File: src/rtl/rfc3339_timestamp_parser_top_macros.svh
// Assertion macros for the timestamp parser.
// Included by the top level; needs clk and rst_n in the including scope.
`ifndef RFC3339_TIMESTAMP_PARSER_TOP_MACROS_SVH
`define RFC3339_TIMESTAMP_PARSER_TOP_MACROS_SVH
`ifndef NO_ASSERTIONS
`define RTSP_ASSERT_IMP(label, ante, cons, msg) \
    label: assert property (@(posedge clk) disable iff (!rst_n) (ante) |-> (cons)) \
        else $error(msg);
`define RTSP_ASSERT_NXT(label, ante, cons, msg) \
    label: assert property (@(posedge clk) disable iff (!rst_n) (ante) |=> (cons)) \
        else $error(msg);
`else
`define RTSP_ASSERT_IMP(label, ante, cons, msg)
`define RTSP_ASSERT_NXT(label, ante, cons, msg)
`endif
`endif

File: src/rtl/rtsp_pkg.sv
// Shared types and constants of the timestamp parser.
// No dependencies.
`default_nettype none
package rtsp_pkg;

    localparam int FRACTION_DIGITS_DEF = 9;
    localparam int QUEUE_DEPTH = 4;
    localparam int QUEUE_AW = $clog2(QUEUE_DEPTH);

    typedef enum logic [3:0] {
        ST_OK        = 4'd0,
        ST_TRUNC     = 4'd1,
        ST_DIGIT     = 4'd2,
        ST_SEP       = 4'd3,
        ST_MONTH     = 4'd4,
        ST_DAY       = 4'd5,
        ST_HOUR      = 4'd6,
        ST_MINUTE    = 4'd7,
        ST_SECOND    = 4'd8,
        ST_LEAP      = 4'd9,
        ST_FRACTION  = 4'd10,
        ST_OFFSET    = 4'd11,
        ST_OFF_RANGE = 4'd12,
        ST_RANGE     = 4'd13,
        ST_TRAILING  = 4'd14
    } status_t;

    typedef struct packed {
        status_t     status;
        logic [5:0]  position;
        logic [13:0] year;
        logic [3:0]  month;
        logic [4:0]  day;
        logic [4:0]  hour;
        logic [5:0]  minute;
        logic [5:0]  second;
        logic [29:0] fraction;
        logic        off_neg;
        logic [4:0]  off_hour;
        logic [5:0]  off_minute;
    } rec_t;

endpackage
`default_nettype wire

File: src/rtl/rtsp_front.sv
// Byte-wise grammar checker of the timestamp parser; pushes one record per text.
// Depends on rtsp_pkg.
`default_nettype none
module rtsp_front #(
    parameter int FRACTION_DIGITS = rtsp_pkg::FRACTION_DIGITS_DEF
) (
    input  wire logic         clk,
    input  wire logic         rst_n,
    input  wire logic         in_valid,
    output logic              in_ready,
    input  wire logic [7:0]   in_byte,
    input  wire logic         in_last,
    input  wire logic         q_full,
    output logic              q_push,
    output rtsp_pkg::rec_t    q_rec
);
    import rtsp_pkg::*;

    typedef enum logic [16:0] {
        PH_YEAR       = 17'h00001,
        PH_SEP_YM     = 17'h00002,
        PH_MONTH      = 17'h00004,
        PH_SEP_MD     = 17'h00008,
        PH_DAY        = 17'h00010,
        PH_T          = 17'h00020,
        PH_HOUR       = 17'h00040,
        PH_SEP_HM     = 17'h00080,
        PH_MINUTE     = 17'h00100,
        PH_SEP_MS     = 17'h00200,
        PH_SECOND     = 17'h00400,
        PH_AFTER_SEC  = 17'h00800,
        PH_FRACTION   = 17'h01000,
        PH_OFF_HOUR   = 17'h02000,
        PH_OFF_SEP    = 17'h04000,
        PH_OFF_MINUTE = 17'h08000,
        PH_DONE       = 17'h10000
    } phase_t;

    function automatic logic [4:0] days_in_month(input logic [3:0] m, input logic leap);
        logic [4:0] r;
        begin
            case (m)
                4'd2: r = leap ? 5'd29 : 5'd28;
                4'd4, 4'd6, 4'd9, 4'd11: r = 5'd30;
                4'd1, 4'd3, 4'd5, 4'd7, 4'd8, 4'd10, 4'd12: r = 5'd31;
                default: r = 5'd0;
            endcase
            return r;
        end
    endfunction

    function automatic logic [29:0] pad_scale(input logic [3:0] n);
        logic [29:0] r;
        begin
            case (n)
                4'd0: r = 30'd1000000000;
                4'd1: r = 30'd100000000;
                4'd2: r = 30'd10000000;
                4'd3: r = 30'd1000000;
                4'd4: r = 30'd100000;
                4'd5: r = 30'd10000;
                4'd6: r = 30'd1000;
                4'd7: r = 30'd100;
                4'd8: r = 30'd10;
                default: r = 30'd1;
            endcase
            return r;
        end
    endfunction

    phase_t      phase_reg, phase_next;
    logic [5:0]  bi_reg, bi_next, fs_reg, fs_next, eidx_reg, eidx_next;
    logic [3:0]  dc_reg, dc_next;
    logic [13:0] acc_reg, acc_next, year_reg, year_next;
    logic [6:0]  pair_reg, pair_next, cent_reg, cent_next;
    logic        leap_reg, leap_next, neg_reg, neg_next;
    logic [3:0]  month_reg, month_next;
    logic [4:0]  day_reg, day_next, hour_reg, hour_next, oh_reg, oh_next;
    logic [5:0]  min_reg, min_next, sec_reg, sec_next, om_reg, om_next;
    logic [29:0] frac_reg, frac_next;
    status_t     err_reg, err_next;

    logic        accept, isd;
    logic [3:0]  dig;
    logic [13:0] acc_v;
    logic [6:0]  pair_v;
    logic [29:0] frac_v, frac_pad;
    logic [3:0]  need;

    assign in_ready = !q_full;
    assign accept   = in_valid && in_ready;
    assign isd      = (in_byte >= 8'h30) && (in_byte <= 8'h39);
    assign dig      = isd ? 4'(in_byte - 8'h30) : 4'd0;
    assign acc_v    = 14'(acc_reg * 14'd10 + {10'd0, dig});
    assign pair_v   = dc_reg[0] ? 7'(pair_reg * 7'd10 + {3'd0, dig}) : {3'd0, dig};
    assign frac_v   = 30'(frac_reg * 30'd10 + {26'd0, dig});
    assign frac_pad = 30'(frac_reg * pad_scale(dc_reg));
    assign need     = (phase_reg == PH_YEAR) ? 4'd4 : 4'd2;

    always_comb
    begin
        phase_next = phase_reg;  bi_next = bi_reg;      fs_next = fs_reg;
        dc_next = dc_reg;        acc_next = acc_reg;    pair_next = pair_reg;
        cent_next = cent_reg;    leap_next = leap_reg;  year_next = year_reg;
        month_next = month_reg;  day_next = day_reg;    hour_next = hour_reg;
        min_next = min_reg;      sec_next = sec_reg;    frac_next = frac_reg;
        neg_next = neg_reg;      oh_next = oh_reg;      om_next = om_reg;
        err_next = err_reg;      eidx_next = eidx_reg;
        q_push = 1'b0;
        q_rec = '0;

        if (accept && err_reg == ST_OK)
        begin
            case (phase_reg)
                PH_YEAR, PH_MONTH, PH_DAY, PH_HOUR, PH_MINUTE, PH_SECOND,
                PH_OFF_HOUR, PH_OFF_MINUTE:
                begin
                    if (dc_reg == 4'd0)
                        fs_next = bi_reg;
                    if (!isd)
                    begin
                        err_next = ST_DIGIT;
                        eidx_next = bi_reg;
                    end
                    else
                    begin
                        acc_next = acc_v;
                        dc_next = dc_reg + 4'd1;
                        pair_next = pair_v;
                        if (phase_reg == PH_YEAR && dc_reg == 4'd1)
                            cent_next = pair_v;
                        if (dc_reg + 4'd1 >= need)
                        begin
                            acc_next = '0;
                            dc_next = '0;
                            case (phase_reg)
                                PH_YEAR:
                                begin
                                    year_next = acc_v;
                                    leap_next = (pair_v[1:0] == 2'd0)
                                        && (pair_v != 7'd0 || cent_reg[1:0] == 2'd0);
                                    phase_next = PH_SEP_YM;
                                end
                                PH_MONTH:
                                    if (acc_v < 14'd1 || acc_v > 14'd12)
                                    begin
                                        err_next = ST_MONTH; eidx_next = fs_next;
                                    end
                                    else
                                    begin
                                        month_next = acc_v[3:0]; phase_next = PH_SEP_MD;
                                    end
                                PH_DAY:
                                    if (acc_v < 14'd1
                                        || acc_v > {9'd0, days_in_month(month_reg, leap_reg)})
                                    begin
                                        err_next = ST_DAY; eidx_next = fs_next;
                                    end
                                    else
                                    begin
                                        day_next = acc_v[4:0]; phase_next = PH_T;
                                    end
                                PH_HOUR:
                                    if (acc_v > 14'd23)
                                    begin
                                        err_next = ST_HOUR; eidx_next = fs_next;
                                    end
                                    else
                                    begin
                                        hour_next = acc_v[4:0]; phase_next = PH_SEP_HM;
                                    end
                                PH_MINUTE:
                                    if (acc_v > 14'd59)
                                    begin
                                        err_next = ST_MINUTE; eidx_next = fs_next;
                                    end
                                    else
                                    begin
                                        min_next = acc_v[5:0]; phase_next = PH_SEP_MS;
                                    end
                                PH_SECOND:
                                    if (acc_v == 14'd60)
                                    begin
                                        err_next = ST_LEAP; eidx_next = fs_next;
                                    end
                                    else if (acc_v > 14'd60)
                                    begin
                                        err_next = ST_SECOND; eidx_next = fs_next;
                                    end
                                    else
                                    begin
                                        sec_next = acc_v[5:0]; phase_next = PH_AFTER_SEC;
                                    end
                                PH_OFF_HOUR:
                                    if (acc_v > 14'd23)
                                    begin
                                        err_next = ST_OFF_RANGE; eidx_next = fs_next;
                                    end
                                    else
                                    begin
                                        oh_next = acc_v[4:0]; phase_next = PH_OFF_SEP;
                                    end
                                default:
                                    if (acc_v > 14'd59)
                                    begin
                                        err_next = ST_OFF_RANGE; eidx_next = fs_next;
                                    end
                                    else
                                    begin
                                        om_next = acc_v[5:0]; phase_next = PH_DONE;
                                    end
                            endcase
                            if (err_next != ST_OK)
                            begin
                                acc_next = acc_v;
                                dc_next = dc_reg + 4'd1;
                            end
                        end
                    end
                end
                PH_SEP_YM, PH_SEP_MD:
                    if (in_byte != 8'h2D)
                    begin
                        err_next = ST_SEP; eidx_next = bi_reg;
                    end
                    else
                        phase_next = (phase_reg == PH_SEP_YM) ? PH_MONTH : PH_DAY;
                PH_T:
                    if (in_byte != 8'h54 && in_byte != 8'h74)
                    begin
                        err_next = ST_SEP; eidx_next = bi_reg;
                    end
                    else
                        phase_next = PH_HOUR;
                PH_SEP_HM, PH_SEP_MS, PH_OFF_SEP:
                    if (in_byte != 8'h3A)
                    begin
                        err_next = ST_SEP; eidx_next = bi_reg;
                    end
                    else if (phase_reg == PH_SEP_HM)
                        phase_next = PH_MINUTE;
                    else if (phase_reg == PH_SEP_MS)
                        phase_next = PH_SECOND;
                    else
                        phase_next = PH_OFF_MINUTE;
                PH_AFTER_SEC, PH_FRACTION:
                    if (phase_reg == PH_AFTER_SEC && in_byte == 8'h2E)
                    begin
                        phase_next = PH_FRACTION; dc_next = '0; frac_next = '0;
                    end
                    else if (phase_reg == PH_FRACTION && isd)
                    begin
                        if (dc_reg >= 4'(FRACTION_DIGITS))
                        begin
                            err_next = ST_FRACTION; eidx_next = bi_reg;
                        end
                        else
                        begin
                            frac_next = frac_v; dc_next = dc_reg + 4'd1;
                        end
                    end
                    else if (phase_reg == PH_FRACTION && dc_reg == 4'd0)
                    begin
                        err_next = ST_DIGIT; eidx_next = bi_reg;
                    end
                    else
                    begin
                        if (phase_reg == PH_FRACTION)
                            frac_next = frac_pad;
                        dc_next = '0;
                        acc_next = '0;
                        if (in_byte == 8'h5A || in_byte == 8'h7A)
                            phase_next = PH_DONE;
                        else if (in_byte == 8'h2B || in_byte == 8'h2D)
                        begin
                            neg_next = (in_byte == 8'h2D);
                            phase_next = PH_OFF_HOUR;
                        end
                        else
                        begin
                            err_next = ST_OFFSET; eidx_next = bi_reg;
                        end
                    end
                default:
                begin
                    err_next = ST_TRAILING; eidx_next = bi_reg;
                end
            endcase
            if (err_next == ST_OK && bi_reg < 6'd63)
                bi_next = bi_reg + 6'd1;
        end

        if (accept && in_last)
        begin
            q_push = 1'b1;
            q_rec.year = year_next;        q_rec.month = month_next;
            q_rec.day = day_next;          q_rec.hour = hour_next;
            q_rec.minute = min_next;       q_rec.second = sec_next;
            q_rec.fraction = frac_next;    q_rec.off_neg = neg_next;
            q_rec.off_hour = oh_next;      q_rec.off_minute = om_next;
            if (err_next != ST_OK)
            begin
                q_rec.status = err_next; q_rec.position = eidx_next;
            end
            else
            begin
                q_rec.status = (phase_next != PH_DONE) ? ST_TRUNC : ST_OK;
                q_rec.position = bi_next;
            end
            phase_next = PH_YEAR;  bi_next = '0;    fs_next = '0;    dc_next = '0;
            acc_next = '0;         pair_next = '0;  cent_next = '0;  leap_next = 1'b0;
            year_next = '0;        month_next = '0; day_next = '0;   hour_next = '0;
            min_next = '0;         sec_next = '0;   frac_next = '0;  neg_next = 1'b0;
            oh_next = '0;          om_next = '0;    err_next = ST_OK; eidx_next = '0;
        end
    end

    always_ff @(posedge clk or negedge rst_n)
    begin
        if (!rst_n)
        begin
            phase_reg <= PH_YEAR;  bi_reg <= '0;    fs_reg <= '0;    dc_reg <= '0;
            acc_reg <= '0;         pair_reg <= '0;  cent_reg <= '0;  leap_reg <= 1'b0;
            year_reg <= '0;        month_reg <= '0; day_reg <= '0;   hour_reg <= '0;
            min_reg <= '0;         sec_reg <= '0;   frac_reg <= '0;  neg_reg <= 1'b0;
            oh_reg <= '0;          om_reg <= '0;    err_reg <= ST_OK; eidx_reg <= '0;
        end
        else
        begin
            phase_reg <= phase_next; bi_reg <= bi_next;       fs_reg <= fs_next;
            dc_reg <= dc_next;       acc_reg <= acc_next;     pair_reg <= pair_next;
            cent_reg <= cent_next;   leap_reg <= leap_next;   year_reg <= year_next;
            month_reg <= month_next; day_reg <= day_next;     hour_reg <= hour_next;
            min_reg <= min_next;     sec_reg <= sec_next;     frac_reg <= frac_next;
            neg_reg <= neg_next;     oh_reg <= oh_next;       om_reg <= om_next;
            err_reg <= err_next;     eidx_reg <= eidx_next;
        end
    end

endmodule
`default_nettype wire

File: src/rtl/rtsp_queue.sv
// Short record queue between the parser front and the conversion back end.
// Depends on rtsp_pkg.
`default_nettype none
module rtsp_queue (
    input  wire logic            clk,
    input  wire logic            rst_n,
    input  wire logic            push,
    input  rtsp_pkg::rec_t       push_rec,
    output logic                 full,
    input  wire logic            pop,
    output logic                 empty,
    output rtsp_pkg::rec_t       head
);
    import rtsp_pkg::*;

    rec_t                 mem [QUEUE_DEPTH];
    logic [QUEUE_AW-1:0]  wp_reg, wp_next, rp_reg, rp_next;
    logic [QUEUE_AW:0]    cnt_reg, cnt_next;

    assign full  = (cnt_reg == (QUEUE_AW+1)'(QUEUE_DEPTH));
    assign empty = (cnt_reg == '0);
    assign head  = mem[rp_reg];

    always_comb
    begin
        wp_next = (push && !full) ? wp_reg + 1'b1 : wp_reg;
        rp_next = (pop && !empty) ? rp_reg + 1'b1 : rp_reg;
        cnt_next = cnt_reg + (QUEUE_AW+1)'(push && !full) - (QUEUE_AW+1)'(pop && !empty);
    end

    always_ff @(posedge clk)
    begin
        if (push && !full)
            mem[wp_reg] <= push_rec;
    end

    always_ff @(posedge clk or negedge rst_n)
    begin
        if (!rst_n)
        begin
            wp_reg <= '0; rp_reg <= '0; cnt_reg <= '0;
        end
        else
        begin
            wp_reg <= wp_next; rp_reg <= rp_next; cnt_reg <= cnt_next;
        end
    end

endmodule
`default_nettype wire

File: src/rtl/rtsp_back.sv
// Conversion back end: calendar date and offset to nanoseconds, range check,
// and the output register. Depends on rtsp_pkg.
`default_nettype none
module rtsp_back (
    input  wire logic            clk,
    input  wire logic            rst_n,
    input  wire logic            q_empty,
    input  rtsp_pkg::rec_t       q_head,
    output logic                 q_pop,
    output logic                 out_valid,
    input  wire logic            out_ready,
    output logic [3:0]           out_status,
    output logic [5:0]           out_pos,
    output logic [63:0]          out_ns
);
    import rtsp_pkg::*;

    typedef enum logic [7:0] {
        B_IDLE = 8'h01,
        B_C1   = 8'h02,
        B_C2   = 8'h04,
        B_C3   = 8'h08,
        B_C4   = 8'h10,
        B_C5   = 8'h20,
        B_C6   = 8'h40,
        B_FIN  = 8'h80
    } bstate_t;

    function automatic logic [8:0] doy_base(input logic [3:0] m);
        logic [8:0] r;
        begin
            case (m)
                4'd1:  r = 9'd306;  4'd2:  r = 9'd337;  4'd3:  r = 9'd0;
                4'd4:  r = 9'd31;   4'd5:  r = 9'd61;   4'd6:  r = 9'd92;
                4'd7:  r = 9'd122;  4'd8:  r = 9'd153;  4'd9:  r = 9'd184;
                4'd10: r = 9'd214;  4'd11: r = 9'd245;  4'd12: r = 9'd275;
                default: r = 9'd0;
            endcase
            return r;
        end
    endfunction

    bstate_t             st_reg;
    rec_t                cur_reg;
    logic [13:0]         yy_reg;
    logic [8:0]          doy_reg;
    logic [21:0]         m365_reg;
    logic [26:0]         m100_reg;
    logic [23:0]         m400_reg;
    logic [16:0]         tod_reg, off_reg;
    logic signed [23:0]  days_reg;
    logic signed [39:0]  sec_reg;
    logic                bad_reg;
    logic [49:0]         plo_reg;
    logic signed [50:0]  phi_reg;
    logic [3:0]          res_status_reg;
    logic [5:0]          res_pos_reg;
    logic [63:0]         res_ns_reg;
    logic                out_valid_reg;
    logic [3:0]          out_status_reg;
    logic [5:0]          out_pos_reg;
    logic [63:0]         out_ns_reg;

    logic [11:0]         q4;
    logic signed [24:0]  days_v;
    logic signed [39:0]  tod_s, off_s, base_s;
    logic                load_out;

    assign q4       = yy_reg[13:2];
    assign days_v   = $signed({3'd0, m365_reg}) + $signed({13'd0, q4})
                    - $signed({17'd0, m100_reg[26:19]}) + $signed({20'd0, m400_reg[23:19]})
                    + $signed({16'd0, doy_reg}) + $signed({20'd0, cur_reg.day})
                    - 25'sd865566;
    assign tod_s    = $signed({23'd0, tod_reg});
    assign off_s    = $signed({23'd0, off_reg});
    assign base_s   = days_reg * 40'sd86400 + tod_s;
    assign q_pop    = (st_reg == B_IDLE) && !q_empty;
    assign load_out = (st_reg == B_FIN) && (!out_valid_reg || out_ready);

    assign out_valid  = out_valid_reg;
    assign out_status = out_status_reg;
    assign out_pos    = out_pos_reg;
    assign out_ns     = out_ns_reg;

    always_ff @(posedge clk)
    begin
        case (st_reg)
            B_IDLE:
            begin
                cur_reg <= q_head;
                res_status_reg <= q_head.status;
                res_pos_reg <= q_head.position;
                res_ns_reg <= '0;
            end
            B_C1:
            begin
                yy_reg <= 14'(cur_reg.year + 14'd400 - {13'd0, (cur_reg.month <= 4'd2)});
                doy_reg <= doy_base(cur_reg.month);
            end
            B_C2:
            begin
                m365_reg <= 22'(yy_reg * 22'd365);
                m100_reg <= 27'(yy_reg * 27'd5243);
                m400_reg <= 24'(q4 * 24'd5243);
                tod_reg <= 17'(cur_reg.hour * 17'd3600 + cur_reg.minute * 17'd60
                             + {11'd0, cur_reg.second});
                off_reg <= 17'(cur_reg.off_hour * 17'd3600 + cur_reg.off_minute * 17'd60);
            end
            B_C3:
                days_reg <= days_v[23:0];
            B_C4:
                sec_reg <= cur_reg.off_neg ? base_s + off_s : base_s - off_s;
            B_C5:
            begin
                bad_reg <= (sec_reg > 40'sd9223372036)
                    || (sec_reg == 40'sd9223372036 && cur_reg.fraction > 30'd854775807)
                    || (sec_reg < -40'sd9223372037)
                    || (sec_reg == -40'sd9223372037 && cur_reg.fraction < 30'd145224192);
                plo_reg <= 50'(sec_reg[19:0] * 50'd1000000000);
                phi_reg <= $signed(sec_reg[39:20]) * 51'sd1000000000;
            end
            B_C6:
            begin
                res_status_reg <= bad_reg ? ST_RANGE : ST_OK;
                res_pos_reg <= bad_reg ? 6'd0 : cur_reg.position;
                res_ns_reg <= bad_reg ? 64'd0
                    : {phi_reg[43:0], 20'd0} + 64'(plo_reg) + {34'd0, cur_reg.fraction};
            end
            default:
            begin
            end
        endcase
        if (load_out)
        begin
            out_status_reg <= res_status_reg;
            out_pos_reg <= res_pos_reg;
            out_ns_reg <= res_ns_reg;
        end
    end

    always_ff @(posedge clk or negedge rst_n)
    begin
        if (!rst_n)
        begin
            st_reg <= B_IDLE;
            out_valid_reg <= 1'b0;
        end
        else
        begin
            if (load_out)
                out_valid_reg <= 1'b1;
            else if (out_ready)
                out_valid_reg <= 1'b0;
            case (st_reg)
                B_IDLE:  if (!q_empty) st_reg <= (q_head.status == ST_OK) ? B_C1 : B_FIN;
                B_C1:    st_reg <= B_C2;
                B_C2:    st_reg <= B_C3;
                B_C3:    st_reg <= B_C4;
                B_C4:    st_reg <= B_C5;
                B_C5:    st_reg <= B_C6;
                B_C6:    st_reg <= B_FIN;
                B_FIN:   if (load_out) st_reg <= B_IDLE;
                default: st_reg <= B_IDLE;
            endcase
        end
    end

endmodule
`default_nettype wire

File: src/rtl/rfc3339_timestamp_parser_top.sv
// RFC 3339 timestamp parser, top level.
// Timestamp text enters one byte per beat on the slave stream; s_tdata holds the
// byte and s_tlast marks the final byte of a text. For each text one result beat
// leaves on the master stream with a status, a position and a nanosecond instant.
// A byte is checked in the cycle it is accepted, so bytes are taken one per cycle
// while the record queue (four entries) has room. On the last byte a record is
// queued; the conversion back end loads it when idle, runs six arithmetic steps
// and hands it to the output register in its final state; an erroneous text goes
// from idle straight to the final state. The result beat is valid once the final
// state loads the output register, which waits while a previous result is unread.
// Sustained rate is one byte per cycle for texts of eight bytes or more.
// When the receiver stalls, the result waits in the output register, the queue
// fills, and s_tready falls once it is full. Reset clears the parser state, empties
// the queue and drops any pending result. Depends on rtsp_pkg and the macro header.
`default_nettype none
`include "rfc3339_timestamp_parser_top_macros.svh"
module rfc3339_timestamp_parser_top #(
    parameter int FRACTION_DIGITS = rtsp_pkg::FRACTION_DIGITS_DEF
) (
    input  wire logic         clk,
    input  wire logic         rst_n,
    input  wire logic         s_tvalid,
    output logic              s_tready,
    input  wire logic [7:0]   s_tdata,   // text_byte[7:0]
    input  wire logic         s_tlast,
    output logic              m_tvalid,
    input  wire logic         m_tready,
    output logic [79:0]       m_tdata    // status[3:0], position[9:4], instant_ns[73:10], zero
);
    import rtsp_pkg::*;

    logic        q_push, q_full, q_pop, q_empty;
    rec_t        push_rec, head_rec;
    logic [3:0]  status;
    logic [5:0]  position;
    logic [63:0] instant;

    rtsp_front #(.FRACTION_DIGITS(FRACTION_DIGITS)) u_front (
        .clk(clk), .rst_n(rst_n), .in_valid(s_tvalid), .in_ready(s_tready),
        .in_byte(s_tdata), .in_last(s_tlast), .q_full(q_full),
        .q_push(q_push), .q_rec(push_rec)
    );

    rtsp_queue u_queue (
        .clk(clk), .rst_n(rst_n), .push(q_push), .push_rec(push_rec), .full(q_full),
        .pop(q_pop), .empty(q_empty), .head(head_rec)
    );

    rtsp_back u_back (
        .clk(clk), .rst_n(rst_n), .q_empty(q_empty), .q_head(head_rec), .q_pop(q_pop),
        .out_valid(m_tvalid), .out_ready(m_tready), .out_status(status),
        .out_pos(position), .out_ns(instant)
    );

    assign m_tdata = {6'd0, instant, position, status};

    `RTSP_ASSERT_IMP(a_no_push_full, q_push, !q_full, "record pushed into full queue")
    `RTSP_ASSERT_IMP(a_err_zero, m_tvalid && status != ST_OK, instant == 64'd0,
        "failed text carries an instant")
    `RTSP_ASSERT_IMP(a_range_pos, m_tvalid && status == ST_RANGE, position == 6'd0,
        "out of range result with nonzero position")
    `RTSP_ASSERT_NXT(a_pop_queued, q_pop, !q_full, "queue still full after pop")

endmodule
`default_nettype wire

File: config.mk
export PLATFORM = sky130hd
export DESIGN_NAME = rfc3339_timestamp_parser_top
export DESIGN_NICKNAME = d
export VERILOG_FILES = /design/src/rtl/rtsp_pkg.sv /design/src/rtl/rtsp_front.sv /design/src/rtl/rtsp_queue.sv /design/src/rtl/rtsp_back.sv /design/src/rtl/rfc3339_timestamp_parser_top.sv
export VERILOG_INCLUDE_DIRS = /design/src /design/src/rtl
export SDC_FILE = /design/constraint.sdc
export NUM_CORES = 2
export LEC_CHECK = 0
export BUFFER_PORTS_ARGS = -buffer_cell sky130_fd_sc_hd__buf_2
export CAP_MARGIN = 25
export CORE_MARGIN = 2
export CORE_UTILIZATION = 65
export CTS_CLUSTER_DIAMETER = 30
export CTS_CLUSTER_SIZE = 12
export DETAILED_ROUTE_END_ITERATION = 10
export PLACE_DENSITY = 0.9
export SYNTH_ARGS = -nofsm -noshare
export SYNTH_HDL_FRONTEND = slang
export SYNTH_SLANG_ARGS = --single-unit
File: constraint.sdc
create_clock -name clk -period 17.5 [get_ports clk]
set_input_delay 0.875 -clock clk [delete_from_list [all_inputs] [get_ports clk]]
set_output_delay 0.875 -clock clk [all_outputs]
set_load 0.03 [all_outputs]
==> results.py <==
metrics = {
    "status": {
        "outcome": "completed",
    },
    "clocking": {
        "htree_levels": 4,
        "cts.clk_slew.worst_paths_ns": 0.05,
        "cts_tree": "done",
        "root_buffer": "clkbuf_16",
        "postCtsSetupBuffers": 0,
        "cts_hold_buf": 0,
        "post_cts_resized": 0,
        "clock_sinks": 998,
        "clk_path_buf_depth": 3,
        "cts_buffers": 196,
        "clk_latency_ns": 0.85,
    },
    "floorplan": {
        "fp-row-count": 140,
        "io_pins": 95,
        "die_h_um": 386,
        "fp.dieW_um": 386,
        "start_util": 0.654,
        "die_area_um2": 149000,
        "core_um2": 145000,
    },
    "pwr": {
        "peakVddDrop_v": 0.000383,
        "power.density_nw_per_um2": 130,
        "p_leak_uw": 0.0488,
        "total_power_uw": 13600,
    },
    "final_layout": {
        "drive_gt1_frac": 0.0788,
        "multi_input_area_um2": 59300,
        "largest_register_ffs": 368,
        "regArea_um2": 29200,
        "final_util": 0.722,
        "fillers": 9052,
        "nNetsFinal": 11100,
        "areaGrowthSynthToFinish_pct": 10.4,
    },
    "setup_path": {
        "setup.worst_path.start_class": "register",
        "endpoint": "u_queue.mem[3][39]",
        "ff2ff_setup_slack_ns": 6.68,
        "regToRegEndpoint": "u_queue.mem[3][39]",
        "crit_type": "reg2reg",
        "crit_path_max_incr_delay_ns": 0.81,
        "reg2reg_depth": 32,
        "crit_arrival_ns": 11.39,
        "crit_start": "u_front.dc_reg[0]",
        "r2r-start": "u_front.dc_reg[0]",
        "crit_required_ns": 18.08,
        "cp-end-kind": "register",
        "worst_path_max_delay_cell": "a2111oi_0",
        "cp_max_fo": 27,
        "cp_common_cell": "fa_1",
    },
    "yosys": {
        "ys.flop_type": "edfxtp_1",
        "syn_area_per_cell_um2": 10.8,
        "yosysUniqueCellTypes": 112,
        "netlist_area_um2": 95100,
        "synth_seq_cells": 998,
        "async_reset_ff_frac": 0.163,
        "syn_inst": 8791,
        "yosysWarningCount": 0,
        "seq_area_frac_synth": 0.307,
        "synth-edff-count": 835,
    },
    "timing": {
        "report.final.setup_viol": 0,
        "period_share": 0.618,
        "slew_viol_final": 0,
        "max-slew-margin-rel": 0.259,
        "max_freq_mhz": 92.5,
        "rsz0062_at_grt": "false",
        "worst_slew_pin_slew_ns": 1.11,
        "finalSetupTns_ns": 0,
        "worst_clock_skew_ns": 0.0798,
        "finalHoldViolCount": 0,
        "min_period_ns": 10.82,
    },
    "global_routing": {
        "grt.total_usage": 0.377,
        "grt_pass1_wl_um": 434000,
        "grt_max_degree": 88,
        "antenna_found_initial": 14,
        "grt_pass1_vias": 76100,
        "grt_overflow": 0,
    },
    "run": {
        "drv_cap": 0,
    },
    "placed_design": {
        "gp_congestion": 1.02,
        "dp_hpwl_um": 195000,
        "port_buffers": 88,
    },
    "routing": {
        "drt_iter0_drc": 8394,
        "drt_pass1_iterations": 9,
        "vias": 71700,
        "drtAntennaViolNets": 0,
        "vias_per_cell": 6.49,
        "routed_wl_um": 282000,
        "wire_per_inst_um": 25.5,
        "route.detailed.drc": 0,
    },
    "worst_hold_path": {
        "hold_class": "in2async",
    },
}
==> through the flow <==
step                      std cells  instance area (µm²)  hold WS [ns]  setup slack, ns
final                         11100               105000        0.0871             6.68
after global routing          11100               105000         0.127             6.33
after CTS                     11000               105000        0.0723             6.94
after detailed placement      10700                97900         0.405             7.11
after global placement        10700                97800         0.402             7.13
after floorplan                8796                95100         0.400             7.33
==> synth_stat cells, drive strengths merged (36+ instances only) <==
master	number	area, µm²
a211oi	50	390
a21o	93	698
a21oi	355	1780
a31oi	39	259
and2	253	1580
and3	142	893
clkbuf	185	696
dfrtp	161	4030
edfxtp	835	25100
fa	961	19200
ha	1193	14900
inv	1551	5820
mux2i	57	571
mux4	94	2120
nand2	459	1720
nand2b	71	444
nand3	120	611
nand4	46	288
nor2	570	2140
nor2b	61	382
nor3	122	616
nor4	41	284
o21a	72	541
o21ai	231	1160
o21bai	57	428
or3	36	226
xnor2	339	2990
xor2	148	1300
==> layout by cell type, fill, tap and decap left out, types with 27 or more instances in the layout <==
cell,count
inv_1,1549
ha_1,1193
fa_1,961
edfxtp_1,835
nor2_1,566
nand2_1,459
a21oi_1,354
xnor2_1,338
and2_1,249
o21ai_0,225
clkbuf_16,197
dfrtp_1,159
xor2_1,148
and3_1,141
nor3_1,121
nand3_1,117
mux4_2,94
a21o_1,93
buf_2,90
buf_4,87
o21a_1,72
nand2b_1,70
nor2b_1,60
o21bai_1,57
mux2i_1,57
a211oi_1,46
nand4_1,46
nor4_1,38
a31oi_1,37
or3_1,35
o211ai_1,30
o31ai_1,30
inv_6,27
==> how the worst min path moves through the flow <==
stage / end
after floorplan: u_back.out_ns[0]
after global placement: u_back.out_ns[49]
after detailed placement: u_back.out_ns[29]
after CTS: u_front.acc_reg[2]
after global routing: u_front.acc_reg[2]
final: u_front.acc_reg[2]
==> metal layers <==
| layer | up-vias | track usage | wire length [µm] |
|---|---|---|---|
| li1 | 30000 | - | - |
| met4 | 14 | 0.195 | 17100 |
| met3 | 1411 | 0.0952 | 31200 |
| met5 | - | 0 | 91 |
| met1 | 35200 | 0.460 | 100000 |
| met2 | 5016 | 0.620 | 133000 |
==> kinds of logic (layout without fill, tap and decap cells) <==
kind of cell             Yosys count  count (layout)  synth area share
AO/OA/AOI/OAI                   1181            1181            0.0819
XOR/XNOR                         490             490            0.0458
adder cells (fa/ha/maj)         2154            2154             0.359
buffers and inverters           1767            2108            0.0704
flip-flops                       998             998             0.307
multiplexers                     157             157            0.0290
other                              1               8         0.0000395
AND/OR/NAND/NOR                 2043            2043             0.107
==> critical path, delay by kind of cell, from the launching register on <==
kind                     cells  cell delay (ns)
buffers and inverters        8             1.25
AO/OA/AOI/OAI                8             2.71
XOR/XNOR                     1             0.13
flip-flops                   1             0.37
AND/OR/NAND/NOR              5             1.79
adder cells (fa/ha/maj)     10             4.30
==> where the power goes <==
part	switching (µW)	internal, µW
Clock	1440	2500
Combinational	3740	2350
Sequential	309	3300
Total	5500	8150
==> area by class of cell <==
cell class / instances / share of cell area
Antenna cell: 2 / 0.0000477
Clock buffer: 230 / 0.0490
Clock inverter: 142 / 0.0173
Inverter: 1551 / 0.0555
Multi-Input combinational cell: 6031 / 0.565
Sequential cell: 998 / 0.278
Tap cell: 1917 / 0.0229
Timing Repair Buffer: 185 / 0.0121
(Power assumes the default switching activity.)
